--- src/rtl/aps_pkg.sv ---
// Shared types and codes for the aging priority task scheduler.
`timescale 1ns / 1ps
`default_nettype none
package aps_pkg;

  typedef enum logic [2:0] {
    CMD_TICK      = 3'd0,
    CMD_ADMIT     = 3'd1,
    CMD_YIELD     = 3'd2,
    CMD_SLEEP     = 3'd3,
    CMD_SUSPEND   = 3'd4,
    CMD_RESUME    = 3'd5,
    CMD_TERMINATE = 3'd6
  } cmd_t;

  typedef enum logic [2:0] {
    SLOT_FREE      = 3'd0,
    SLOT_READY     = 3'd1,
    SLOT_RUNNING   = 3'd2,
    SLOT_SLEEPING  = 3'd3,
    SLOT_SUSPENDED = 3'd4
  } slot_state_t;

  localparam logic [1:0] RES_DONE    = 2'd0;
  localparam logic [1:0] RES_IGNORED = 2'd1;
  localparam logic [1:0] RES_REFUSED = 2'd2;

  // controller -> datapath
  typedef struct packed {
    logic       load;
    logic       admit;
    logic       queue_slot;
    logic       queue_cur;
    logic       sleep_cur;
    logic       idx_clear;
    logic       drop_r_step;
    logic       drop_s_step;
    logic       set_susp;
    logic       set_free;
    logic       wake_step;
    logic       pick_step;
    logic       commit;
    logic       result_wr;
    logic [1:0] res_status;
    logic       res_sw;
  } dp_cmd_t;

  // datapath -> controller
  typedef struct packed {
    cmd_t        cmd;
    logic        en;
    logic        slot_ok;
    slot_state_t slot_st;
    logic        run_ok;
    logic        cur_is_slot;
    logic        rlen_zero;
    logic        slen_full;
    logic        idx_lt_rlen;
    logic        idx_lt_slen;
    logic        drop_r_hit;
    logic        out_busy;
  } dp_stat_t;

endpackage
`default_nettype wire

--- src/rtl/aps_if.sv ---
// Handshake channels for scheduler command and result beats.
`timescale 1ns / 1ps
`default_nettype none
interface aps_in_if;
  logic        valid;
  logic        ready;
  logic [2:0]  cmd;
  logic [2:0]  task_slot;
  logic [7:0]  priority_req;
  logic [30:0] sleep_ms;
  logic [31:0] now_ms;
  modport source(output valid, cmd, task_slot, priority_req, sleep_ms, now_ms, input ready);
  modport sink(input valid, cmd, task_slot, priority_req, sleep_ms, now_ms, output ready);
endinterface

interface aps_out_if;
  logic       valid;
  logic       ready;
  logic [1:0] status;
  logic       switched;
  logic       running_valid;
  logic [2:0] running_slot;
  logic [3:0] ready_count;
  modport source(output valid, status, switched, running_valid, running_slot, ready_count,
                 input ready);
  modport sink(input valid, status, switched, running_valid, running_slot, ready_count,
               output ready);
endinterface
`default_nettype wire

--- src/rtl/aging_priority_task_scheduler.sv ---
// Top level of the aging priority task scheduler.
// A command that needs no scan passes through accept, decode and result write.
// A switch step adds a wake scan over the sleepers, a requeue step and a pick scan over the ready list.
// Suspend/terminate add removal scans of the ready list and of the sleeper list.
// One beat at a time: the next beat is taken once the result is in the output register.
// Synchronous active-low reset: all slots free, lists empty, no task running, enable 1.
`timescale 1ns / 1ps
`default_nettype none
module aging_priority_task_scheduler #(
  parameter int TASK_SLOTS = 8
) (
  input  wire          clk,
  input  wire          rst_n,
  input  wire          cfg_we,
  input  wire          cfg_wdata,
  aps_in_if.sink       in_bus,
  aps_out_if.source    out_bus
);
  import aps_pkg::*;

  dp_cmd_t  dp_cmd;   // sequencer commands
  dp_stat_t dp_stat;  // datapath flags

  // Sequencer: owns the input handshake and walks the list scans.
  aps_ctrl u_ctrl (
    .clk      (clk),
    .rst_n    (rst_n),
    .in_valid (in_bus.valid),
    .in_ready (in_bus.ready),
    .stat_i   (dp_stat),
    .cmd_o    (dp_cmd)
  );

  // Datapath: slot tables, ready and sleeper lists, result register.
  aps_datapath #(.TASK_SLOTS(TASK_SLOTS)) u_dp (
    .clk               (clk),
    .rst_n             (rst_n),
    .cfg_we            (cfg_we),
    .cfg_wdata         (cfg_wdata),
    .in_cmd            (in_bus.cmd),
    .in_task_slot      (in_bus.task_slot),
    .in_priority_req   (in_bus.priority_req),
    .in_sleep_ms       (in_bus.sleep_ms),
    .in_now_ms         (in_bus.now_ms),
    .cmd_i             (dp_cmd),
    .stat_o            (dp_stat),
    .out_valid         (out_bus.valid),
    .out_ready         (out_bus.ready),
    .out_status        (out_bus.status),
    .out_switched      (out_bus.switched),
    .out_running_valid (out_bus.running_valid),
    .out_running_slot  (out_bus.running_slot),
    .out_ready_count   (out_bus.ready_count)
  );

  // A switch always leaves a task running and reports success.
  a_switch_runs: assert property (@(posedge clk) disable iff (!rst_n)
    out_bus.valid && out_bus.switched |-> out_bus.running_valid
                                          && out_bus.status == RES_DONE)
    else $error("switch beat without a running task");

  // Slot field is zeroed when nothing runs.
  a_idle_slot: assert property (@(posedge clk) disable iff (!rst_n)
    out_bus.valid && !out_bus.running_valid |-> out_bus.running_slot == 3'd0)
    else $error("running_slot set while idle");

  // Only done beats may change the ready list via a switch; refused beats never switch.
  a_refused: assert property (@(posedge clk) disable iff (!rst_n)
    out_bus.valid && out_bus.status == RES_REFUSED |-> !out_bus.switched)
    else $error("refused beat switched");

  // Results are written only while the sequencer is busy, so no beat is taken then.
  a_no_accept_on_write: assert property (@(posedge clk) disable iff (!rst_n)
    dp_cmd.result_wr |-> !in_bus.ready)
    else $error("input taken during result write");

endmodule
`default_nettype wire

--- src/rtl/aps_datapath.sv ---
// Scheduler datapath: slot tables, ready/sleep lists, scan index, result register.
`timescale 1ns / 1ps
`default_nettype none
module aps_datapath #(
  parameter int TASK_SLOTS = 8
) (
  input  wire                 clk,
  input  wire                 rst_n,
  input  wire                 cfg_we,
  input  wire                 cfg_wdata,
  input  wire [2:0]           in_cmd,
  input  wire [2:0]           in_task_slot,
  input  wire [7:0]           in_priority_req,
  input  wire [30:0]          in_sleep_ms,
  input  wire [31:0]          in_now_ms,
  input  aps_pkg::dp_cmd_t    cmd_i,
  output aps_pkg::dp_stat_t   stat_o,
  output logic                out_valid,
  input  wire                 out_ready,
  output logic [1:0]          out_status,
  output logic                out_switched,
  output logic                out_running_valid,
  output logic [2:0]          out_running_slot,
  output logic [3:0]          out_ready_count
);
  import aps_pkg::*;

  localparam int SW = (TASK_SLOTS > 1) ? $clog2(TASK_SLOTS) : 1;
  localparam int LW = $clog2(TASK_SLOTS + 1);
  localparam logic [LW-1:0] LEN_MAX = LW'(TASK_SLOTS);
  localparam logic [LW-1:0] LEN_ONE = LW'(1);

  slot_state_t     slot_status_r [TASK_SLOTS];
  logic [7:0]      slot_prio_r   [TASK_SLOTS];
  logic [7:0]      slot_wait_r   [TASK_SLOTS];
  logic [31:0]     slot_wake_r   [TASK_SLOTS];
  logic [SW-1:0]   rlist_r       [TASK_SLOTS];
  logic [SW-1:0]   slist_r       [TASK_SLOTS];
  logic [LW-1:0]   rlen_r, slen_r, idx_r;
  logic            cv_r;
  logic [SW-1:0]   cur_r;
  logic            en_r;

  cmd_t            cmd_in_r;
  logic [2:0]      slot_in_r;
  logic [7:0]      prio_in_r;
  logic [30:0]     sms_in_r;
  logic [31:0]     now_in_r;

  logic [SW-1:0]   best_r, bpos_r;
  logic [8:0]      bscore_r;
  logic            best_v_r;

  logic            out_valid_r;
  logic [1:0]      out_status_r;
  logic            out_sw_r;
  logic            out_rv_r;
  logic [2:0]      out_rs_r;
  logic [3:0]      out_rc_r;

  logic [SW-1:0]   slot_idx, idx_i, rlast, slast, ws, ps;
  logic [LW-1:0]   rlen_m1, slen_m1;
  logic            run_ok, idx_lt_rlen, idx_lt_slen, r_hit, s_hit, due;
  logic [31:0]     wdiff;
  logic [8:0]      pscore;

  assign slot_idx    = SW'(slot_in_r);
  assign idx_i       = idx_r[SW-1:0];
  assign rlen_m1     = rlen_r - LEN_ONE;
  assign slen_m1     = slen_r - LEN_ONE;
  assign rlast       = rlen_m1[SW-1:0];
  assign slast       = slen_m1[SW-1:0];
  assign run_ok      = cv_r && (slot_status_r[cur_r] == SLOT_RUNNING);
  assign idx_lt_rlen = idx_r < rlen_r;
  assign idx_lt_slen = idx_r < slen_r;
  assign r_hit       = idx_lt_rlen && (rlist_r[idx_i] == slot_idx);
  assign s_hit       = slist_r[idx_i] == slot_idx;
  assign ws          = slist_r[idx_i];
  assign wdiff       = now_in_r - slot_wake_r[ws];
  assign due         = !wdiff[31];
  assign ps          = rlist_r[idx_i];
  assign pscore      = {1'b0, slot_prio_r[ps]} + {1'b0, slot_wait_r[ps]};

  always_comb begin
    stat_o             = '0;
    stat_o.cmd         = cmd_in_r;
    stat_o.en          = en_r;
    stat_o.slot_ok     = 32'(slot_in_r) < TASK_SLOTS;
    stat_o.slot_st     = slot_status_r[slot_idx];
    stat_o.run_ok      = run_ok;
    stat_o.cur_is_slot = cv_r && (cur_r == slot_idx);
    stat_o.rlen_zero   = rlen_r == '0;
    stat_o.slen_full   = slen_r >= LEN_MAX;
    stat_o.idx_lt_rlen = idx_lt_rlen;
    stat_o.idx_lt_slen = idx_lt_slen;
    stat_o.drop_r_hit  = r_hit;
    stat_o.out_busy    = out_valid_r && !out_ready;
  end

  // input capture and config
  always_ff @(posedge clk) begin
    if (!rst_n) begin
      en_r <= 1'b1;
    end else if (cfg_we) begin
      en_r <= cfg_wdata;
    end
    if (cmd_i.load) begin
      cmd_in_r  <= cmd_t'(in_cmd);
      slot_in_r <= in_task_slot;
      prio_in_r <= in_priority_req;
      sms_in_r  <= in_sleep_ms;
      now_in_r  <= in_now_ms;
    end
  end

  // slot tables and lists; list membership tracks the READY status
  always_ff @(posedge clk) begin
    if (!rst_n) begin
      for (int k = 0; k < TASK_SLOTS; k++) begin
        slot_status_r[k] <= SLOT_FREE;
        slot_wait_r[k]   <= '0;
      end
      rlen_r   <= '0;
      slen_r   <= '0;
      idx_r    <= '0;
      cv_r     <= 1'b0;
      cur_r    <= '0;
      best_v_r <= 1'b0;
    end else begin
      if (cmd_i.idx_clear) begin
        idx_r    <= '0;
        best_v_r <= 1'b0;
      end
      if (cmd_i.admit) begin
        slot_prio_r[slot_idx] <= prio_in_r;
        slot_wait_r[slot_idx] <= '0;
      end
      if ((cmd_i.admit || cmd_i.queue_slot) && slot_status_r[slot_idx] != SLOT_READY
          && rlen_r < LEN_MAX) begin
        slot_status_r[slot_idx]    <= SLOT_READY;
        rlist_r[rlen_r[SW-1:0]]    <= slot_idx;
        rlen_r                     <= rlen_r + LEN_ONE;
      end
      if (cmd_i.queue_cur && slot_status_r[cur_r] != SLOT_READY && rlen_r < LEN_MAX) begin
        slot_status_r[cur_r]    <= SLOT_READY;
        rlist_r[rlen_r[SW-1:0]] <= cur_r;
        rlen_r                  <= rlen_r + LEN_ONE;
      end
      if (cmd_i.sleep_cur) begin
        slot_status_r[cur_r]    <= SLOT_SLEEPING;
        slot_wake_r[cur_r]      <= now_in_r + {1'b0, sms_in_r};
        slist_r[slen_r[SW-1:0]] <= cur_r;
        slen_r                  <= slen_r + LEN_ONE;
      end
      if (cmd_i.drop_r_step) begin
        if (r_hit) begin
          rlist_r[idx_i] <= rlist_r[rlast];
          rlen_r         <= rlen_m1;
        end else begin
          idx_r <= idx_r + LEN_ONE;
        end
      end
      if (cmd_i.drop_s_step) begin
        if (s_hit) begin
          slist_r[idx_i] <= slist_r[slast];
          slen_r         <= slen_m1;
        end else begin
          idx_r <= idx_r + LEN_ONE;
        end
      end
      if (cmd_i.set_susp) begin
        slot_status_r[slot_idx] <= SLOT_SUSPENDED;
      end
      if (cmd_i.set_free) begin
        slot_status_r[slot_idx] <= SLOT_FREE;
        slot_wait_r[slot_idx]   <= '0;
        if (cv_r && cur_r == slot_idx) begin
          cv_r <= 1'b0;
        end
      end
      if (cmd_i.wake_step) begin
        if (due) begin
          if (slot_status_r[ws] != SLOT_READY && rlen_r < LEN_MAX) begin
            slot_status_r[ws]       <= SLOT_READY;
            rlist_r[rlen_r[SW-1:0]] <= ws;
            rlen_r                  <= rlen_r + LEN_ONE;
          end
          slist_r[idx_i] <= slist_r[slast];
          slen_r         <= slen_m1;
        end else begin
          idx_r <= idx_r + LEN_ONE;
        end
      end
      if (cmd_i.pick_step) begin
        if (!best_v_r || pscore > bscore_r) begin
          best_v_r <= 1'b1;
          bscore_r <= pscore;
          best_r   <= ps;
          bpos_r   <= idx_i;
        end
        if (slot_wait_r[ps] != 8'hFF) begin
          slot_wait_r[ps] <= slot_wait_r[ps] + 8'd1;
        end
        idx_r <= idx_r + LEN_ONE;
      end
      if (cmd_i.commit) begin
        slot_wait_r[best_r]   <= '0;
        rlist_r[bpos_r]       <= rlist_r[rlast];
        rlen_r                <= rlen_m1;
        slot_status_r[best_r] <= SLOT_RUNNING;
        cur_r                 <= best_r;
        cv_r                  <= 1'b1;
      end
    end
  end

  // result register
  always_ff @(posedge clk) begin
    if (!rst_n) begin
      out_valid_r <= 1'b0;
    end else if (cmd_i.result_wr) begin
      out_valid_r <= 1'b1;
    end else if (out_ready) begin
      out_valid_r <= 1'b0;
    end
    if (cmd_i.result_wr) begin
      out_status_r <= cmd_i.res_status;
      out_sw_r     <= cmd_i.res_sw;
      out_rv_r     <= run_ok;
      out_rs_r     <= run_ok ? 3'(cur_r) : 3'd0;
      out_rc_r     <= 4'(rlen_r);
    end
  end

  assign out_valid         = out_valid_r;
  assign out_status        = out_status_r;
  assign out_switched      = out_sw_r;
  assign out_running_valid = out_rv_r;
  assign out_running_slot  = out_rs_r;
  assign out_ready_count   = out_rc_r;

endmodule
`default_nettype wire

--- src/rtl/aps_ctrl.sv ---
// Scheduler sequencer: decodes a command beat and steps the datapath scans.
`timescale 1ns / 1ps
`default_nettype none
module aps_ctrl (
  input  wire                clk,
  input  wire                rst_n,
  input  wire                in_valid,
  output logic               in_ready,
  input  aps_pkg::dp_stat_t  stat_i,
  output aps_pkg::dp_cmd_t   cmd_o
);
  import aps_pkg::*;

  typedef enum logic [2:0] {
    S_IDLE, S_DISPATCH, S_DROP_R, S_DROP_S, S_WAKE, S_REQUEUE, S_PICK, S_FINISH
  } state_t;

  state_t     state_r, state_nxt;
  logic [1:0] res_status_r, res_status_nxt;
  logic       res_sw_r, res_sw_nxt;

  assign in_ready = state_r == S_IDLE;

  always_comb begin
    cmd_o          = '0;
    state_nxt      = state_r;
    res_status_nxt = res_status_r;
    res_sw_nxt     = res_sw_r;
    cmd_o.res_status = res_status_r;
    cmd_o.res_sw     = res_sw_r;
    case (state_r)
      S_IDLE: begin
        if (in_valid) begin
          cmd_o.load     = 1'b1;
          res_status_nxt = RES_IGNORED;
          res_sw_nxt     = 1'b0;
          state_nxt      = S_DISPATCH;
        end
      end
      S_DISPATCH: begin
        state_nxt = S_FINISH;
        case (stat_i.cmd)
          CMD_TICK: begin
            if (stat_i.en) begin
              cmd_o.idx_clear = 1'b1;
              res_status_nxt  = RES_DONE;
              state_nxt       = S_WAKE;
            end
          end
          CMD_ADMIT: begin
            if (stat_i.slot_ok) begin
              if (stat_i.slot_st != SLOT_FREE) begin
                res_status_nxt = RES_REFUSED;
              end else begin
                cmd_o.admit    = 1'b1;
                res_status_nxt = RES_DONE;
              end
            end
          end
          CMD_YIELD: begin
            if (stat_i.run_ok) begin
              cmd_o.queue_cur = 1'b1;
              cmd_o.idx_clear = 1'b1;
              res_status_nxt  = RES_DONE;
              state_nxt       = S_WAKE;
            end
          end
          CMD_SLEEP: begin
            if (stat_i.run_ok && !stat_i.slen_full) begin
              cmd_o.sleep_cur = 1'b1;
              cmd_o.idx_clear = 1'b1;
              res_status_nxt  = RES_DONE;
              state_nxt       = S_WAKE;
            end
          end
          CMD_SUSPEND: begin
            if (stat_i.slot_ok && stat_i.slot_st != SLOT_FREE
                && stat_i.slot_st != SLOT_SUSPENDED) begin
              cmd_o.idx_clear = 1'b1;
              res_status_nxt  = RES_DONE;
              state_nxt       = S_DROP_R;
            end
          end
          CMD_RESUME: begin
            if (stat_i.slot_ok && stat_i.slot_st == SLOT_SUSPENDED) begin
              cmd_o.queue_slot = 1'b1;
              res_status_nxt   = RES_DONE;
            end
          end
          CMD_TERMINATE: begin
            if (stat_i.slot_ok && stat_i.slot_st != SLOT_FREE) begin
              cmd_o.idx_clear = 1'b1;
              res_status_nxt  = RES_DONE;
              state_nxt       = S_DROP_R;
            end
          end
          default: begin
            state_nxt = S_FINISH;
          end
        endcase
      end
      S_DROP_R: begin
        if (stat_i.idx_lt_rlen) begin
          cmd_o.drop_r_step = 1'b1;
        end
        if (!stat_i.idx_lt_rlen || stat_i.drop_r_hit) begin
          cmd_o.idx_clear = 1'b1;
          state_nxt       = S_DROP_S;
        end
      end
      S_DROP_S: begin
        if (stat_i.idx_lt_slen) begin
          cmd_o.drop_s_step = 1'b1;
        end else if (stat_i.cmd == CMD_SUSPEND) begin
          cmd_o.set_susp = 1'b1;
          if (stat_i.cur_is_slot) begin
            cmd_o.idx_clear = 1'b1;
            state_nxt       = S_WAKE;
          end else begin
            state_nxt = S_FINISH;
          end
        end else begin
          cmd_o.set_free = 1'b1;
          state_nxt      = S_FINISH;
        end
      end
      S_WAKE: begin
        if (stat_i.idx_lt_slen) begin
          cmd_o.wake_step = 1'b1;
        end else begin
          state_nxt = S_REQUEUE;
        end
      end
      S_REQUEUE: begin
        cmd_o.idx_clear = 1'b1;
        if (stat_i.rlen_zero) begin
          state_nxt = S_FINISH;
        end else begin
          cmd_o.queue_cur = stat_i.run_ok;
          state_nxt       = S_PICK;
        end
      end
      S_PICK: begin
        if (stat_i.idx_lt_rlen) begin
          cmd_o.pick_step = 1'b1;
        end else begin
          cmd_o.commit = 1'b1;
          res_sw_nxt   = 1'b1;
          state_nxt    = S_FINISH;
        end
      end
      S_FINISH: begin
        if (!stat_i.out_busy) begin
          cmd_o.result_wr = 1'b1;
          state_nxt       = S_IDLE;
        end
      end
      default: begin
        state_nxt = S_IDLE;
      end
    endcase
  end

  always_ff @(posedge clk) begin
    if (!rst_n) begin
      state_r      <= S_IDLE;
      res_status_r <= RES_IGNORED;
      res_sw_r     <= 1'b0;
    end else begin
      state_r      <= state_nxt;
      res_status_r <= res_status_nxt;
      res_sw_r     <= res_sw_nxt;
    end
  end

endmodule
`default_nettype wire
--- src/flat_wrapper.sv ---
// flat-port wrapper written by rule: the top's interface ports become plain ports
module aging_priority_task_scheduler_flat import aps_pkg::*;
#(
  parameter int TASK_SLOTS = 8
)
  (clk, rst_n, cfg_we, cfg_wdata, in_bus_valid, in_bus_cmd, in_bus_task_slot, in_bus_priority_req, in_bus_sleep_ms, in_bus_now_ms, in_bus_ready, out_bus_valid, out_bus_status, out_bus_switched, out_bus_running_valid, out_bus_running_slot, out_bus_ready_count, out_bus_ready);
  aps_in_if in_bus_i ();
  aps_out_if out_bus_i ();
  input  wire clk;
  input  wire rst_n;
  input  wire cfg_we;
  input  wire cfg_wdata;
  input wire logic [$bits(in_bus_i.valid)-1:0] in_bus_valid;
  input wire logic [$bits(in_bus_i.cmd)-1:0] in_bus_cmd;
  input wire logic [$bits(in_bus_i.task_slot)-1:0] in_bus_task_slot;
  input wire logic [$bits(in_bus_i.priority_req)-1:0] in_bus_priority_req;
  input wire logic [$bits(in_bus_i.sleep_ms)-1:0] in_bus_sleep_ms;
  input wire logic [$bits(in_bus_i.now_ms)-1:0] in_bus_now_ms;
  output wire logic [$bits(in_bus_i.ready)-1:0] in_bus_ready;
  output wire logic [$bits(out_bus_i.valid)-1:0] out_bus_valid;
  output wire logic [$bits(out_bus_i.status)-1:0] out_bus_status;
  output wire logic [$bits(out_bus_i.switched)-1:0] out_bus_switched;
  output wire logic [$bits(out_bus_i.running_valid)-1:0] out_bus_running_valid;
  output wire logic [$bits(out_bus_i.running_slot)-1:0] out_bus_running_slot;
  output wire logic [$bits(out_bus_i.ready_count)-1:0] out_bus_ready_count;
  input wire logic [$bits(out_bus_i.ready)-1:0] out_bus_ready;
  assign in_bus_i.valid = in_bus_valid;
  assign in_bus_i.cmd = in_bus_cmd;
  assign in_bus_i.task_slot = in_bus_task_slot;
  assign in_bus_i.priority_req = in_bus_priority_req;
  assign in_bus_i.sleep_ms = in_bus_sleep_ms;
  assign in_bus_i.now_ms = in_bus_now_ms;
  assign in_bus_ready = in_bus_i.ready;
  assign out_bus_valid = out_bus_i.valid;
  assign out_bus_status = out_bus_i.status;
  assign out_bus_switched = out_bus_i.switched;
  assign out_bus_running_valid = out_bus_i.running_valid;
  assign out_bus_running_slot = out_bus_i.running_slot;
  assign out_bus_ready_count = out_bus_i.ready_count;
  assign out_bus_i.ready = out_bus_ready;
  aging_priority_task_scheduler #(.TASK_SLOTS(TASK_SLOTS)) u_core (.clk(clk), .rst_n(rst_n), .cfg_we(cfg_we), .cfg_wdata(cfg_wdata), .in_bus(in_bus_i), .out_bus(out_bus_i));
endmodule
--- config.mk ---
export PLATFORM = sky130hd
export DESIGN_NAME = aging_priority_task_scheduler_flat
export DESIGN_NICKNAME = d
export VERILOG_FILES = /design/src/rtl/aps_pkg.sv /design/src/rtl/aps_if.sv /design/src/rtl/aging_priority_task_scheduler.sv /design/src/rtl/aps_datapath.sv /design/src/rtl/aps_ctrl.sv /design/src/flat_wrapper.sv
export SDC_FILE = /design/constraint.sdc
export NUM_CORES = 1
export LEC_CHECK = 0
export BUFFER_PORTS_ARGS = -buffer_cell sky130_fd_sc_hd__buf_2
export CAP_MARGIN = 40
export CORE_MARGIN = 1.5
export CORE_UTILIZATION = 50
export CTS_CLUSTER_DIAMETER = 80
export DETAILED_ROUTE_END_ITERATION = 6
export PLACE_DENSITY = 0.71
export SKIP_CTS_REPAIR_TIMING = 1
export SYNTH_ARGS = -nofsm -noshare
export SYNTH_HDL_FRONTEND = slang
export SYNTH_SLANG_ARGS = --single-unit
export TNS_END_PERCENT = 1
--- constraint.sdc ---
create_clock -name clk -period 14.4 [get_ports clk]
set_input_delay 2.88 -clock clk [delete_from_list [all_inputs] [get_ports clk]]
set_output_delay 2.88 -clock clk [all_outputs]
set_load 0.05 [all_outputs]
Word level (Yosys, flattened, before mapping) --
Memory sizes are Yosys's and may differ from the RTL's. A register that Yosys moved wholly into a read port is not among the register bits. Cells that the tools add are included.
Operators by class: $mul 0, shift operators 0, equality and inequality tests 36, add/sub/neg operators 9, divide/modulo/power cells 0, mux-type cells 178, reduce and logical (&&, ||, !) cells 42, bitwise operators 7, $lt $le $gt $ge 5
Operator list (count):
- $mux W3 | 37
- $mux W1 | 91
- $mux W4 | 21
- $mux W2 | 17
- $add A32 B31 Y32 | 1
- $mux W8 | 4
- $sub A32 B32 Y32 | 1
- $eq A3 B3 Y1 const B | 8
- $pmux W3 S8 | 1
- $reduce_or A8 Y1 | 3
- $ne A3 B3 Y1 const B | 7
- $reduce_or A3 Y1 | 7
- $eq A3 B2 Y1 const B | 5
- $pmux W3 S5 | 1
- $pmux W2 S7 | 1
- $add A4 B1 Y4 const B | 3
- $ne A2 B2 Y1 const B | 6
- $logic_and A1 B1 Y1 | 11
- $reduce_bool A2 Y1 | 5
- $add A8 B8 Y9 | 1
- $eq A3 B3 Y1 | 3
- $gt A9 B9 Y1 | 1
- $ne A3 B1 Y1 const B | 3
- $reduce_and A9 Y1 | 1
- other kinds (21) | 38
Word-level totals: bits of input ports 83, memory bits (read-only) 0, RAM bits 456, output and inout port bits 13, word-level logic and storage cells 307, latch bits 0, memories kept 6, register bits 128
Memory list:
- u_core.u_dp.slot_wake_r | words 8, width 32, rd ports 1, clocked after Yosys merged registers in 0, wr ports 1, line aps_datapath.sv:36 | logic [31:0] slot_wake_r [TASK_SLOTS];
- u_core.u_dp.slot_prio_r | words 8, width 8, rd ports 1, clocked after Yosys merged registers in 0, wr ports 1, line aps_datapath.sv:34 | logic [7:0] slot_prio_r [TASK_SLOTS];
- u_core.u_dp.slot_wait_r | words 8, width 8, rd ports 1, clocked after Yosys merged registers in 0, wr ports 8, line aps_datapath.sv:35 | logic [7:0] slot_wait_r [TASK_SLOTS];
- u_core.u_dp.rlist_r | words 8, width 3, rd ports 2, clocked after Yosys merged registers in 1, wr ports 1, line aps_datapath.sv:37 | logic [SW-1:0] rlist_r [TASK_SLOTS];
- u_core.u_dp.slist_r | words 8, width 3, rd ports 2, clocked after Yosys merged registers in 1, wr ports 1, line aps_datapath.sv:38 | logic [SW-1:0] slist_r [TASK_SLOTS];
- u_core.u_dp.slot_status_r | words 8, width 3, rd ports 3, clocked after Yosys merged registers in 2, wr ports 8, line aps_datapath.sv:33 | slot_state_t slot_status_r [TASK_SLOTS];

Longest topological paths before layout --
Gate-level depths: netlist of run 1.
word-level depth 17, mapped depth 28, gate-level depth less buffers 24

Hierarchy --
Synthesis of run 1 repeated with hierarchy kept, for this count alone.
Second synthesis, totals: cells, all modules 2470, area total of the unflattened synthesis 28847.7 um^2
Modules (own cells, without submodules):
- aps_datapath | cells each 2379, seq. area each 16405.7 um^2, area an instance 28172.0 um^2, instances 1
- aps_ctrl | cells each 91, seq. area each 120.1 um^2, area an instance 675.6 um^2, instances 1

Least setup slack after synthesis of run 1 --
OpenSTA, ideal clock, no wires.
kind input to register, start input port rst_n, end memory u_core.u_dp.slot_wake_r[4][0] (enable), stages on the path 5, arrival time 6.873 ns, setup slack 7.026 ns, required time 13.899 ns, setup time 0.501 ns, path buffers 3, path through clkbuf_1 -> clkbuf_1 -> buf_1 -> nand2_1 -> nor4_1
Between the ends: longest elaborated chain between the ends 2
Ends and longest elaborated chain:
- start: declaration | line flat_wrapper.sv:10 | input wire rst_n;
- $mux W1 | line aps_datapath.sv:118 | if (!rst_n) begin
- $mux W1 (implied by the code) | line aps_datapath.sv:151 | slot_wake_r[cur_r] <= now_in_r + {1'b0, sms_in_r};
- end: declaration | line aps_datapath.sv:36
No other way between the ends.

Final worst setup path of run 1 --
start register u_core.u_dp.idx_r[2], end memory u_core.u_dp.rlist_r[6][1] (netlist name) (enable)
Between the ends: longest elaborated chain between the ends 9, elaborated cells between the ends (all ways) 26, those cells by class order compare: 2; mux: 20; bitwise: 1; reduce/logical: 3
Ends and longest elaborated chain:
- start: declaration | line aps_datapath.sv:39 | logic [LW-1:0] rlen_r, slen_r, idx_r;
- start signal: assignment | line aps_datapath.sv:160 | idx_r <= idx_r + LEN_ONE;
- start signal: assignment | line aps_datapath.sv:168 | idx_r <= idx_r + LEN_ONE;
- start signal: assignment | line aps_datapath.sv:191 | idx_r <= idx_r + LEN_ONE;
- $lt A4 B4 Y1, on equally long branches | line aps_datapath.sv:74, aps_datapath.sv:75
- $mux W1 (tied with other cells) | line aps_ctrl.sv:103 | if (stat_i.idx_lt_rlen) begin
- $mux W1, on equally long branches | line aps_ctrl.sv:31, aps_datapath.sv:156
- $mux W1, on equally long branches | line aps_datapath.sv:155, aps_datapath.sv:181
- $mux W1 | line aps_datapath.sv:118
- $mux W1, on equally long branches | line aps_datapath.sv:157, aps_datapath.sv:185
- $reduce_or A3 Y1 (no source line) or $or A1 B1 Y1 (tied branches)
- $mux W3 (no source line) or $mux W1 (tied branches) (2 in series)
- end: declaration | line aps_datapath.sv:37
Parallel ways exist; a longest one is shown, timed or not.

==> run summary, run 1 <==
Post-Place Setup Slack: 6800 ps
sequential area share after synthesis: 63.5%
CORE AREA: 54000 um2
Max-Cap Viols: 0
dominant cell type by area after synthesis: edfxtp_1
Leakage: 11.0 nW
compound-cell area share of the yosys netlist: 8.86%
CP Max Fanout: 62
share of cells above drive strength 1: 13.7%
HPWL after detailed placement: 39400 um
die area: 56200 um2
Mapped Cells: 2175
Final Cycle Share: 52.7%
Worst Min Path Start: u_core.u_ctrl.res_status_r[0]
Yosys reg bits: 590
Min-Delay Path Class: reg -> reg
slowest CP cell: a2111oi_0
Fin Setup TNS: 0 ps
CP Capture Type: flop
most frequent cell after synthesis: edfxtp_1
Synth Warn #: 0
fin cells: 3005
Power Dens Cells: 160 nW/um2
Final Hold Viols: 0
FF-to-FF Start: u_core.u_dp.idx_r[2]
Port Buffer Count: 95
Die Span X: 237 um
Mapped Area: 27400 um2
number of enable flip-flop cells after synthesis: 559
adder-cell area share of the yosys netlist: 4.26%
relative slew slack: 33.1%
Mean Syn Cell Area: 12.6 um2
Max clock buf depth: 3
final wirelength: 62400 um
Post-Synth Simple-Gate Area: 13.4%
commonest register cell after synthesis: edfxtp_1
Setup CP Type: reg -> reg
Crit path max-delay family: simple AND/OR/NAND/NOR gates
Iter 0 DRT Violations: 1895
footprint of the multi-input gates: 9440 um2
Peak VDD IR: 0.120 mV
Async SR Flop Fraction: 0%
Die H: 237 um
fin. max-slew vios: 0
largest family of logic cells by synthesized area: simple AND/OR/NAND/NOR gates
clk_lat worst skew: 640 ps
RSZ-0062 raised after global routing: false
CTS root buffer: clkbuf_16
max frequency: 132 MHz
Setup-failing EPs final: 0
fill count: 4288
crit path buf inv count: 2
GR Overflow Total: 0
Final nets: 2431
number of diodes: 0
fin worst setup slack: 6820 ps
Critical Path Max Stage Delay: 910 ps
GR Util All Layers: 22.3%
post-route cell area: 30900 um2
R2R depth: 19
post-route ant nets: 0
hold endpoint: u_core.u_dp.out_status[0]
mux share of post-synthesis cell area: 5.80%
commonest cells in the synthesized netlist: edfxtp_1 (559), nand2_1 (377), nor2_1 (143)
Synth top area share: 61.3%
CP arrival: 7820 ps
# IOs: 96
TritonCTS buffer count: 61
vias in the first global route: 17875
startpoint types: flop
first-pass GRT wire length: 98100 um
CTS tree: built
post-route minimum period: 7580 ps
row count: 85
RR Endpoint: u_core.u_dp.rlist_r[6][1]
placed cells: 2888
R2R Setup Slk: 6820 ps
initial antenna violation count: 0
Placement Cell Area: 28700 um2
worst-path cell chain: mux4_2 -> mux2i_4 -> buf_4 -> buf_4 -> nand2_1 -> and3_1 -> a311oi_1 -> a31oi_1 -> ha_1 -> nand3_1 -> nor4_1 -> o211ai_1 -> nand4_1 -> a221o_1 -> o22ai_1 -> a21boi_0 -> nor4b_1 -> nor2_1 -> a2111oi_0
hold path depth: 0
CTS HTree Levels: 2
Vias per Instance: 6.01
worst-margin pin slew: 989 ps
status: completed
CTS sink cnt: 590
iteration count of the initial detailed-routing pass: 5
FF+latch area: 17400 um2
DRC Markers: 0
CP most frequent cell: buf_4
largest net degree at the start of global routing: 78
xor/xnor share of the synthesized area: 1.63%
synth unique cells: 78
Clock Skew: 28.8 ps
gp weighted congestion: 0.887
Clock transition at path regs: 60 ps
Initial Util: 50.7%
synthesis-to-finish area growth: 12.7%
routed via count: 18046
per-cell routed wire length: 20.8 um
Worst Path Required: 14640 ps
Area contributors post-synth: edfxtp_1 (61%), nand2_1 (5.2%), ha_1 (4.1%)
Synthesized Nets: 2350
## cells by family after synthesis
kind of cell / Yosys count
AO/OA/AOI/OAI: 353
adder cells (fa/ha/maj): 92
XOR/XNOR: 51
buffers and inverters: 171
flip-flops: 590
multiplexers: 107
AND/OR/NAND/NOR: 811
## state kept, by name (all words and copies together) (netlist names), 4 cells and up, named ones only
signal / flops
u_core.u_dp.bscore_r: 9
u_core.u_dp.idx_r: 4
u_core.u_dp.now_in_r: 32
u_core.u_dp.out_ready_count: 4
u_core.u_dp.prio_in_r: 8
u_core.u_dp.rlen_r: 4
u_core.u_dp.rlist_r: 24
u_core.u_dp.slen_r: 4
u_core.u_dp.slist_r: 24
u_core.u_dp.slot_prio_r: 64
u_core.u_dp.slot_status_r: 24
u_core.u_dp.slot_wait_r: 64
u_core.u_dp.slot_wake_r: 256
u_core.u_dp.sms_in_r: 31
## metrics by stage
stage	hold WS [ps]	utilization (%)	power, W
2_1_floorplan	402	-	0.00300
3_3_place_gp	415	53.0	0.00325
3_5_place_dp	423	53.1	0.00330
4_1_cts	437	57.1	0.00498
5_1_grt	450	57.1	0.00517
6_report	436	57.1	0.00495
## worst reg2reg max path: stages (launching register included)
cell and delay, ps:
dfxtp_1 730, mux4_2 460, mux2i_4 180, buf_4 390, buf_4 650, nand2_1 100
and3_1 180, a311oi_1 250, a31oi_1 80, ha_1 360, nand3_1 150, nor4_1 740
o211ai_1 310, nand4_1 180, a221o_1 110, o22ai_1 120, a21boi_0 180, nor4b_1 900
nor2_1 220, a2111oi_0 910
## routing by layer
| layer | vias to the layer above | part of all wire, % | global-route usage (%) |
|---|---|---|---|
| met5 | - | 0 | 0 |
| met4 | 0 | 3.0 | 8.01 |
| met3 | 123 | 6.8 | 3.04 |
| met2 | 752 | 49 | 37.5 |
| met1 | 8815 | 41 | 29.7 |
| li1 | 8356 | - | - |
## how the worst max path moves through the flow
| stage | endpoint | cells past startpoint | from |
|---|---|---|---|
| floorplan | u_core.u_dp.slot_wake_r[4][0] | 5 | rst_n |
| finish | u_core.u_dp.rlist_r[6][1] | 19 | u_core.u_dp.idx_r[2] |
| global placement | u_core.u_dp.rlist_r[7][0] | 19 | u_core.u_dp.idx_r[2] |
| CTS | u_core.u_dp.rlist_r[7][2] | 19 | u_core.u_dp.idx_r[2] |
| global route | u_core.u_dp.rlist_r[6][1] | 19 | u_core.u_dp.idx_r[2] |
| detailed placement | u_core.u_dp.rlist_r[7][0] | 19 | u_core.u_dp.idx_r[2] |
## power breakdown
part | switching (W) | internal [W] | leakage [nW] | total (W)
Clock | 0.000670 | 0.00101 | 1.05 | 0.00168
Combinational | 0.000641 | 0.000328 | 4.49 | 0.000969
Sequential | 0.0000913 | 0.00221 | 5.44 | 0.00230
Total | 0.00140 | 0.00354 | 11.0 | 0.00495
## cell type report
cell class                 count  area share, %
clock buffer                  78           5.35
clock inverter                38           1.66
inverter                      59          0.721
multi-input combinational   1414           30.6
sequential                   590           56.4
tap                          696           2.82
timing repair buffer         130           2.51
## layout by cell type (no fill, tap or decap), types with 11 or more instances in the layout
| master | count |
|---|---|
| edfxtp_1 | 559 |
| nand2_1 | 377 |
| nor2_1 | 141 |
| buf_2 | 95 |
| nand3_1 | 90 |
| ha_1 | 90 |
| a21oi_1 | 81 |
| clkbuf_16 | 62 |
| inv_1 | 54 |
| and3_1 | 46 |
| mux2i_1 | 45 |
| o21ai_0 | 44 |
| mux4_2 | 39 |
| a31oi_1 | 39 |
| xnor2_1 | 37 |
| a311oi_1 | 35 |
| buf_4 | 32 |
| dfxtp_1 | 31 |
| a21o_1 | 27 |
| nor3_1 | 27 |
| nor4_1 | 27 |
| a211oi_1 | 20 |
| mux2_2 | 17 |
| o21a_1 | 17 |
| o31ai_1 | 17 |
| nor2b_1 | 16 |
| xor2_1 | 14 |
| clkinv_2 | 14 |
| nand2b_1 | 13 |
| nand4_1 | 13 |
| clkbuf_1 | 12 |
| and2_1 | 11 |
| bufinv_16 | 11 |
Power figures use the tool's default switching activity.
==> run 2, diff against run 1 <==
--- a/config.mk
+++ b/config.mk
@@ -11,7 +11,7 @@
 export CORE_UTILIZATION = 50
 export CTS_CLUSTER_DIAMETER = 80
 export DETAILED_ROUTE_END_ITERATION = 6
-export PLACE_DENSITY = 0.71
+export PLACE_DENSITY = 0.74
 export SKIP_CTS_REPAIR_TIMING = 1
 export SYNTH_ARGS = -nofsm -noshare
 export SYNTH_HDL_FRONTEND = slang
==> constraint.sdc (replaced) <==
create_clock -name clk -period 6.48 [get_ports clk]
set_input_delay 1.296 -clock clk [delete_from_list [all_inputs] [get_ports clk]]
set_output_delay 1.296 -clock clk [all_outputs]
set_load 0.05 [all_outputs]
==> run 2 against run 1 <==
Compared with the run above:
- combinational power is 130% higher
- flip-flop and latch count stayed put
- sequential power is 120% higher
- critical endpoint is now u_core.u_dp.slot_status_r[3][2]
- core utilization is 0.35 points higher
- total power is 120% higher
- largest cell class unchanged
- global-route usage is 0.59 points higher
- the flow now finishes with violations (design-rule violations)
- sequential share of layout area is 0.33 points lower
- count of clock-buffer cells in the layout is 7 lower
- critical path depth stayed put
- fmax is 22% higher
==> run summary, run 2 (synthesis results as in run 1) <==
Min-Delay Path Class: reg -> reg (unchanged)
FF+latch area: 17400 um2 (about the same)
synthesis-to-finish area growth: 13.4% (was 12.7%)
fin. max-slew vios: 0 (unchanged)
Die H: 237 um (unchanged)
Max clock buf depth: 3 (unchanged)
Biggest register: u_core.u_dp.slot_wake_r (unchanged)
GR Util All Layers: 22.8% (was 22.3%)
die area: 56200 um2 (unchanged)
share of cells above drive strength 1: 15.1% (was 13.7%)
Largest regs: u_core.u_dp.slot_wake_r (256), u_core.u_dp.slot_prio_r (64), u_core.u_dp.slot_wait_r (64) (unchanged)
FF-to-FF Start: u_core.u_dp.idx_r[1] (was u_core.u_dp.idx_r[2])
RR Endpoint: u_core.u_dp.slot_status_r[3][2] (was u_core.u_dp.rlist_r[6][1])
final wirelength: 64600 um (was 62400 um)
first-pass GRT wire length: 101000 um (was 98100 um)
Clock transition at path regs: 60 ps (about the same)
failing checks: design-rule violations
fill count: 4230 (was 4288)
CTS tree: built (unchanged)
DRC Markers: 3 (was 0)
hold path depth: 0 (unchanged)
commonest non-fill, non-tap cell in the layout: edfxtp_1 (unchanged)
hold endpoint: u_core.u_dp.out_switched (was u_core.u_dp.out_status[0])
startpoint types: flop (unchanged)
Die Span X: 237 um (unchanged)
slowest CP cell: or4_1 (was a2111oi_0)
number of diodes: 0 (unchanged)
fin worst setup slack: 277 ps (was 6820 ps)
HPWL after detailed placement: 43200 um (was 39400 um)
post-route minimum period: 6200 ps (was 7580 ps)
GR Overflow Total: 0 (unchanged)
relative slew slack: 43.2% (was 33.1%)
Setup CP Type: reg -> reg (unchanged)
TritonCTS buffer count: 59 (was 61)
Vias per Instance: 6.07 (was 6.01)
Final nets: 2463 (was 2431)
most frequent cells in the layout: edfxtp_1 (559), nand2_1 (377), nor2_1 (141) (unchanged)
CP Max Fanout: 50 (was 62)
Crit path max-delay family: compound AO/OA/AOI/OAI gates (was simple AND/OR/NAND/NOR gates)
gp weighted congestion: 0.919 (was 0.887)
CTS root buffer: clkbuf_16 (unchanged)
worst-margin pin slew: 848 ps (was 989 ps)
row count: 85 (unchanged)
Post-Place Setup Slack: 123 ps (was 6800 ps)
# IOs: 96 (unchanged)
Final Cycle Share: 95.7% (was 52.7%)
Peak VDD IR: 0.287 mV (was 0.120 mV)
Iter 0 DRT Violations: 1730 (was 1895)
CP Capture Type: flop (unchanged)
per-cell routed wire length: 21.3 um (was 20.8 um)
Setup-failing EPs final: 0 (unchanged)
Clock Skew: 26.5 ps (was 28.8 ps)
Port Buffer Count: 95 (unchanged)
RSZ-0062 raised after global routing: false (unchanged)
max frequency: 161 MHz (was 132 MHz)
Final Hold Viols: 0 (unchanged)
crit path buf inv count: 1 (was 2)
Worst Min Path Start: u_core.u_ctrl.res_sw_r (was u_core.u_ctrl.res_status_r[0])
routed via count: 18416 (was 18046)
R2R Setup Slk: 280 ps (was 6820 ps)
initial antenna violation count: 0 (unchanged)
Critical Path Max Stage Delay: 570 ps (was 910 ps)
CTS sink cnt: 590 (unchanged)
vias in the first global route: 18462 (was 17875)
number of flip-flops under the largest register name: 256 (unchanged)
Power Dens Cells: 346 nW/um2 (was 160 nW/um2)
CORE AREA: 54000 um2 (unchanged)
CTS HTree Levels: 2 (unchanged)
Fin Setup TNS: 0 ps (unchanged)
status: complete, but fails checks (was completed)
Initial Util: 50.7% (unchanged)
Max-Cap Viols: 0 (unchanged)
CP arrival: 6500 ps (was 7820 ps)
clk_lat worst skew: 640 ps (about the same)
Leakage: 11.1 nW (was 11.0 nW)
Worst Path Required: 6780 ps (was 14640 ps)
largest net degree at the start of global routing: 51 (was 78)
footprint of the multi-input gates: 9510 um2 (was 9440 um2)
worst-path cell chain: mux4_2 -> mux2i_4 -> buf_12 -> nand2_1 -> and3_1 -> a311oi_1 -> a31oi_1 -> ha_1 -> a21o_1 -> a211o_1 -> o211ai_1 -> nand4_1 -> a221o_1 -> o22ai_1 -> and3b_1 -> or2_1 -> or4_1 -> and3_2 -> o31ai_2 (was mux4_2 -> mux2i_4 -> buf_4 -> buf_4 -> nand2_1 -> and3_1 -> a311oi_1 -> a31oi_1 -> ha_1 -> nand3_1 -> nor4_1 -> o211ai_1 -> nand4_1 -> a221o_1 -> o22ai_1 -> a21boi_0 -> nor4b_1 -> nor2_1 -> a2111oi_0)
post-route ant nets: 0 (unchanged)
iteration count of the initial detailed-routing pass: 7 (was 5)
R2R depth: 19 (unchanged)
## run 2: cell count changes in the layout (fill, tap and decap cells not counted), sizes merged
cell	previous run	this run
clkinv	23	30
dlymetal6s2s	1	0
buf	129	163
clkinvlp	4	2
clkbuf	78	71
o21a	18	19
bufinv	11	7
inv	59	58
## run 2: area by class of cell
cell class,instances,area share [%]
multi-input combinational,1415,30.6
sequential,590,56.0
clock inverter,38,1.30
tap,696,2.80
timing repair buffer,163,3.56
clock buffer,71,4.96
inverter,59,0.717
## run 2: metal layers
layer,up-vias,GRT usage (%),part of all wire [%]
met4,0,8.53,3.2
met5,-,0,0
met2,727,39.7,50
met3,146,3.36,6.4
li1,8446,-,-
met1,9097,29.0,40
## run 2: worst max-delay path by stage
| stage | startpoint | endpoint | cells past startpoint |
|---|---|---|---|
| final | u_core.u_dp.idx_r[1] | u_core.u_dp.slot_status_r[3][2] | 19 |
| after detailed placement | u_core.u_dp.idx_r[2] | u_core.u_dp.slot_status_r[3][0] | 19 |
| after CTS | u_core.u_dp.idx_r[2] | u_core.u_dp.slot_status_r[3][2] | 19 |
| after global placement | u_core.u_dp.idx_r[2] | u_core.u_dp.slot_status_r[3][1] | 19 |
| after floorplan | u_core.u_dp.idx_r[1] | u_core.u_dp.slot_status_r[2][0] | 24 |
| after global routing | u_core.u_dp.idx_r[1] | u_core.u_dp.slot_status_r[6][2] | 19 |
## run 2: through the flow
step / total power [W] / hold WS [ps] / instances / utilization [%] / cell area (um2)
floorplan: 0.00666 / 402 / 2175 / - / 27400
global placement: 0.00724 / 425 / 2916 / 53.6 / 29000
detailed placement: 0.00737 / 448 / 2920 / 53.7 / 29000
CTS: 0.0108 / 462 / 3029 / 57.3 / 31000
global route: 0.0112 / 480 / 3032 / 57.5 / 31100
finish: 0.0107 / 468 / 3032 / 57.5 / 31100
## run 2: power breakdown
group          total [W]  internal, W  switching (W)
clock network    0.00342      0.00198        0.00144
registers        0.00512      0.00490       0.000214
logic            0.00220     0.000753        0.00144
==> run 3, diff against run 2 <==
--- a/config.mk
+++ b/config.mk
@@ -11,7 +11,8 @@
 export CORE_UTILIZATION = 50
 export CTS_CLUSTER_DIAMETER = 80
 export DETAILED_ROUTE_END_ITERATION = 6
-export PLACE_DENSITY = 0.74
+export PLACE_DENSITY = 0.71
+export SETUP_SLACK_MARGIN = 0.05
 export SKIP_CTS_REPAIR_TIMING = 1
 export SYNTH_ARGS = -nofsm -noshare
 export SYNTH_HDL_FRONTEND = slang
==> constraint.sdc (replaced) <==
create_clock -name clk -period 6.7 [get_ports clk]
set_input_delay 1.34 -clock clk [delete_from_list [all_inputs] [get_ports clk]]
set_output_delay 1.34 -clock clk [all_outputs]
set_load 0.05 [all_outputs]
==> run 3 against run 2 <==
Compared with the run above:
- the flow now finishes without violations
- sequential share of layout area is 0.074 points lower
- sequential power is 3% lower
- hold slack worse by 33 ps
- count of clock-buffer cells in the layout is 1 lower
- non-clock buffer count is 6 lower
- die area stayed put
- total power is 2.5% lower
- flip-flop and latch count stayed put
- via count is 0.66% lower
- wire length is 1.9% lower
- worst setup slack better by 78 ps
- combinational power is 5% lower
==> run summary, run 3 (synthesis results as in run 1) <==
status: completed (was complete, but fails checks)
Max-Cap Viols: 0 (unchanged)
Die H: 237 um (unchanged)
relative slew slack: 38.9% (was 43.2%)
share of cells above drive strength 1: 15.0% (was 15.1%)
# IOs: 96 (unchanged)
row count: 85 (unchanged)
Die Span X: 237 um (unchanged)
Vias per Instance: 6.04 (was 6.07)
Final Hold Viols: 0 (unchanged)
Min-Delay Path Class: reg -> reg (unchanged)
FF-to-FF Start: u_core.u_dp.idx_r[1] (unchanged)
fin cells: 3030 (was 3032)
worst-margin pin slew: 913 ps (was 848 ps)
routed via count: 18294 (was 18416)
Setup CP Type: reg -> reg (unchanged)
final wirelength: 63400 um (was 64600 um)
Worst Path Required: 6980 ps (was 6780 ps)
Initial Util: 50.7% (unchanged)
DRT met1 WL: 27000 um (was 26000 um)
CTS sink cnt: 590 (unchanged)
Worst setup endpoint: u_core.u_dp.slot_status_r[6][1] (was u_core.u_dp.slot_status_r[3][2])
CP Capture Type: flop (unchanged)
max frequency: 158 MHz (was 161 MHz)
CTS tree: built (unchanged)
Max Used Layer: met4 (unchanged)
Met3 Wirelength: 3900 um (was 4170 um)
total power: 0.0105 W (was 0.0107 W)
startpoint types: flop (unchanged)
gp weighted congestion: 0.891 (was 0.919)
placed cells: 2913 (was 2920)
TritonCTS buffer count: 61 (was 59)
R2R depth: 21 (was 19)
Largest regs: u_core.u_dp.slot_wake_r (256), u_core.u_dp.slot_prio_r (64), u_core.u_dp.slot_wait_r (64) (unchanged)
iteration count of the initial detailed-routing pass: 5 (was 7)
Biggest register: u_core.u_dp.slot_wake_r (unchanged)
Max clock buf depth: 3 (unchanged)
Iter 0 DRT Violations: 1753 (was 1730)
R2R Setup Slk: 360 ps (was 280 ps)
Clock transition at path regs: 60 ps (about the same)
CORE AREA: 54000 um2 (unchanged)
per-cell routed wire length: 20.9 um (was 21.3 um)
Fin Setup TNS: 0 ps (unchanged)
Final Cycle Share: 94.7% (was 95.7%)
most frequent cells in the layout: edfxtp_1 (559), nand2_1 (377), nor2_1 (141) (unchanged)
CTS HTree Levels: 2 (unchanged)
vias in the first global route: 17694 (was 18462)
Critical path origin: u_core.u_dp.idx_r[1] (unchanged)
die area: 56200 um2 (unchanged)
Leakage: 11.1 nW (about the same)
Clock Skew: 30.9 ps (was 26.5 ps)
Setup-failing EPs final: 0 (unchanged)
Final nets: 2458 (was 2463)
number of flip-flops under the largest register name: 256 (unchanged)
post-route ant nets: 0 (unchanged)
clk_lat worst skew: 640 ps (about the same)
synthesis-to-finish area growth: 13.5% (was 13.4%)
largest net degree at the start of global routing: 75 (was 51)
RR Endpoint: u_core.u_dp.slot_status_r[6][1] (was u_core.u_dp.slot_status_r[3][2])
initial antenna violation count: 0 (unchanged)
first-pass GRT wire length: 98400 um (was 101000 um)
fin. max-slew vios: 0 (unchanged)
RSZ-0062 raised after global routing: false (unchanged)
Port Buffer Count: 95 (unchanged)
CTS root buffer: clkbuf_16 (unchanged)
CP Max Fanout: 32 (was 50)
post-route minimum period: 6340 ps (was 6200 ps)
GR Util All Layers: 22.4% (was 22.8%)
wire length on met2: 30700 um (was 32300 um)
commonest non-fill, non-tap cell in the layout: edfxtp_1 (unchanged)
Peak VDD IR: 0.270 mV (was 0.287 mV)
Power Dens Cells: 336 nW/um2 (was 346 nW/um2)
CP arrival: 6630 ps (was 6500 ps)
DRC Markers: 0 (was 3)
HPWL after detailed placement: 41300 um (was 43200 um)
number of diodes: 0 (unchanged)
GR Overflow Total: 0 (unchanged)
[run 3: changes by cell type in the layout (fill, tap and decap cells not counted), sizes merged]
cell,previous run,this run
inv,58,57
o21a,19,18
bufinv,7,8
clkinv,30,31
clkinvlp,2,7
buf,163,157
clkbuf,71,70
[run 3: area by class of cell]
type / count / area [um2]
well taps: 696 / 871
flip-flops and latches: 590 / 17400
inverters: 59 / 223
repair buffers: 157 / 1080
multi-input cells: 1414 / 9490
fillers: 4270 / 22900
clock inverters: 44 / 455
clock buffers: 70 / 1580
[run 3: metal layers]
metal	global-route usage (%)	vias up
met5	0	-
met4	7.41	0
met3	3.09	123
met2	37.9	741
met1	30.1	8999
li1	-	8431
[run 3: worst min-delay path by stage]
stage | endpoint | cells after the start | slack [ps] | start
2_1_floorplan | u_core.u_dp.out_status[0] | 0 | 400 | u_core.u_ctrl.res_status_r[0]
3_3_place_gp | u_core.u_dp.out_status[0] | 0 | 410 | u_core.u_ctrl.res_status_r[0]
3_5_place_dp | u_core.u_dp.out_switched | 0 | 420 | u_core.u_ctrl.res_sw_r
4_1_cts | u_core.u_dp.out_switched | 0 | 440 | u_core.u_ctrl.res_sw_r
5_1_grt | u_core.u_dp.out_switched | 0 | 450 | u_core.u_ctrl.res_sw_r
6_report | u_core.u_dp.out_switched | 0 | 440 | u_core.u_ctrl.res_sw_r
[run 3: power by group]
group / internal [W] / switching [W] / leakage (nW)
Clock: 0.00200 / 0.00142 / 0.980
Sequential: 0.00474 / 0.000206 / 5.44
Combinational: 0.000713 / 0.00137 / 4.66
[run 3: through the flow]
| stage | hold WS [ps] | setup slack [ps] | util, % | area (um2) |
|---|---|---|---|---|
| final | 436 | 355 | 57.6 | 31100 |
| after global routing | 445 | 43.7 | 57.6 | 31100 |
| after CTS | 435 | 226 | 57.4 | 31000 |
| after detailed placement | 421 | 278 | 53.6 | 29000 |
| after global placement | 415 | 431 | 53.6 | 29000 |
| after floorplan | 402 | 524 | - | 27400 |
[run 3: worst max-delay path: stages (launching register included)]
cell	delay, ps
dfxtp_1	390
buf_4	290
nor2b_1	120
a22oi_2	270
o21a_4	490
buf_4	330
buf_4	240
nand2_1	90
nand3_1	80
a31oi_1	110
ha_1	350
a21oi_1	150
nor2_1	50
o211ai_1	330
nand4_1	150
a221o_1	280
o22ai_1	210
and3b_1	250
or2_1	290
or4_1	560
and3_1	390
o31ai_1	520
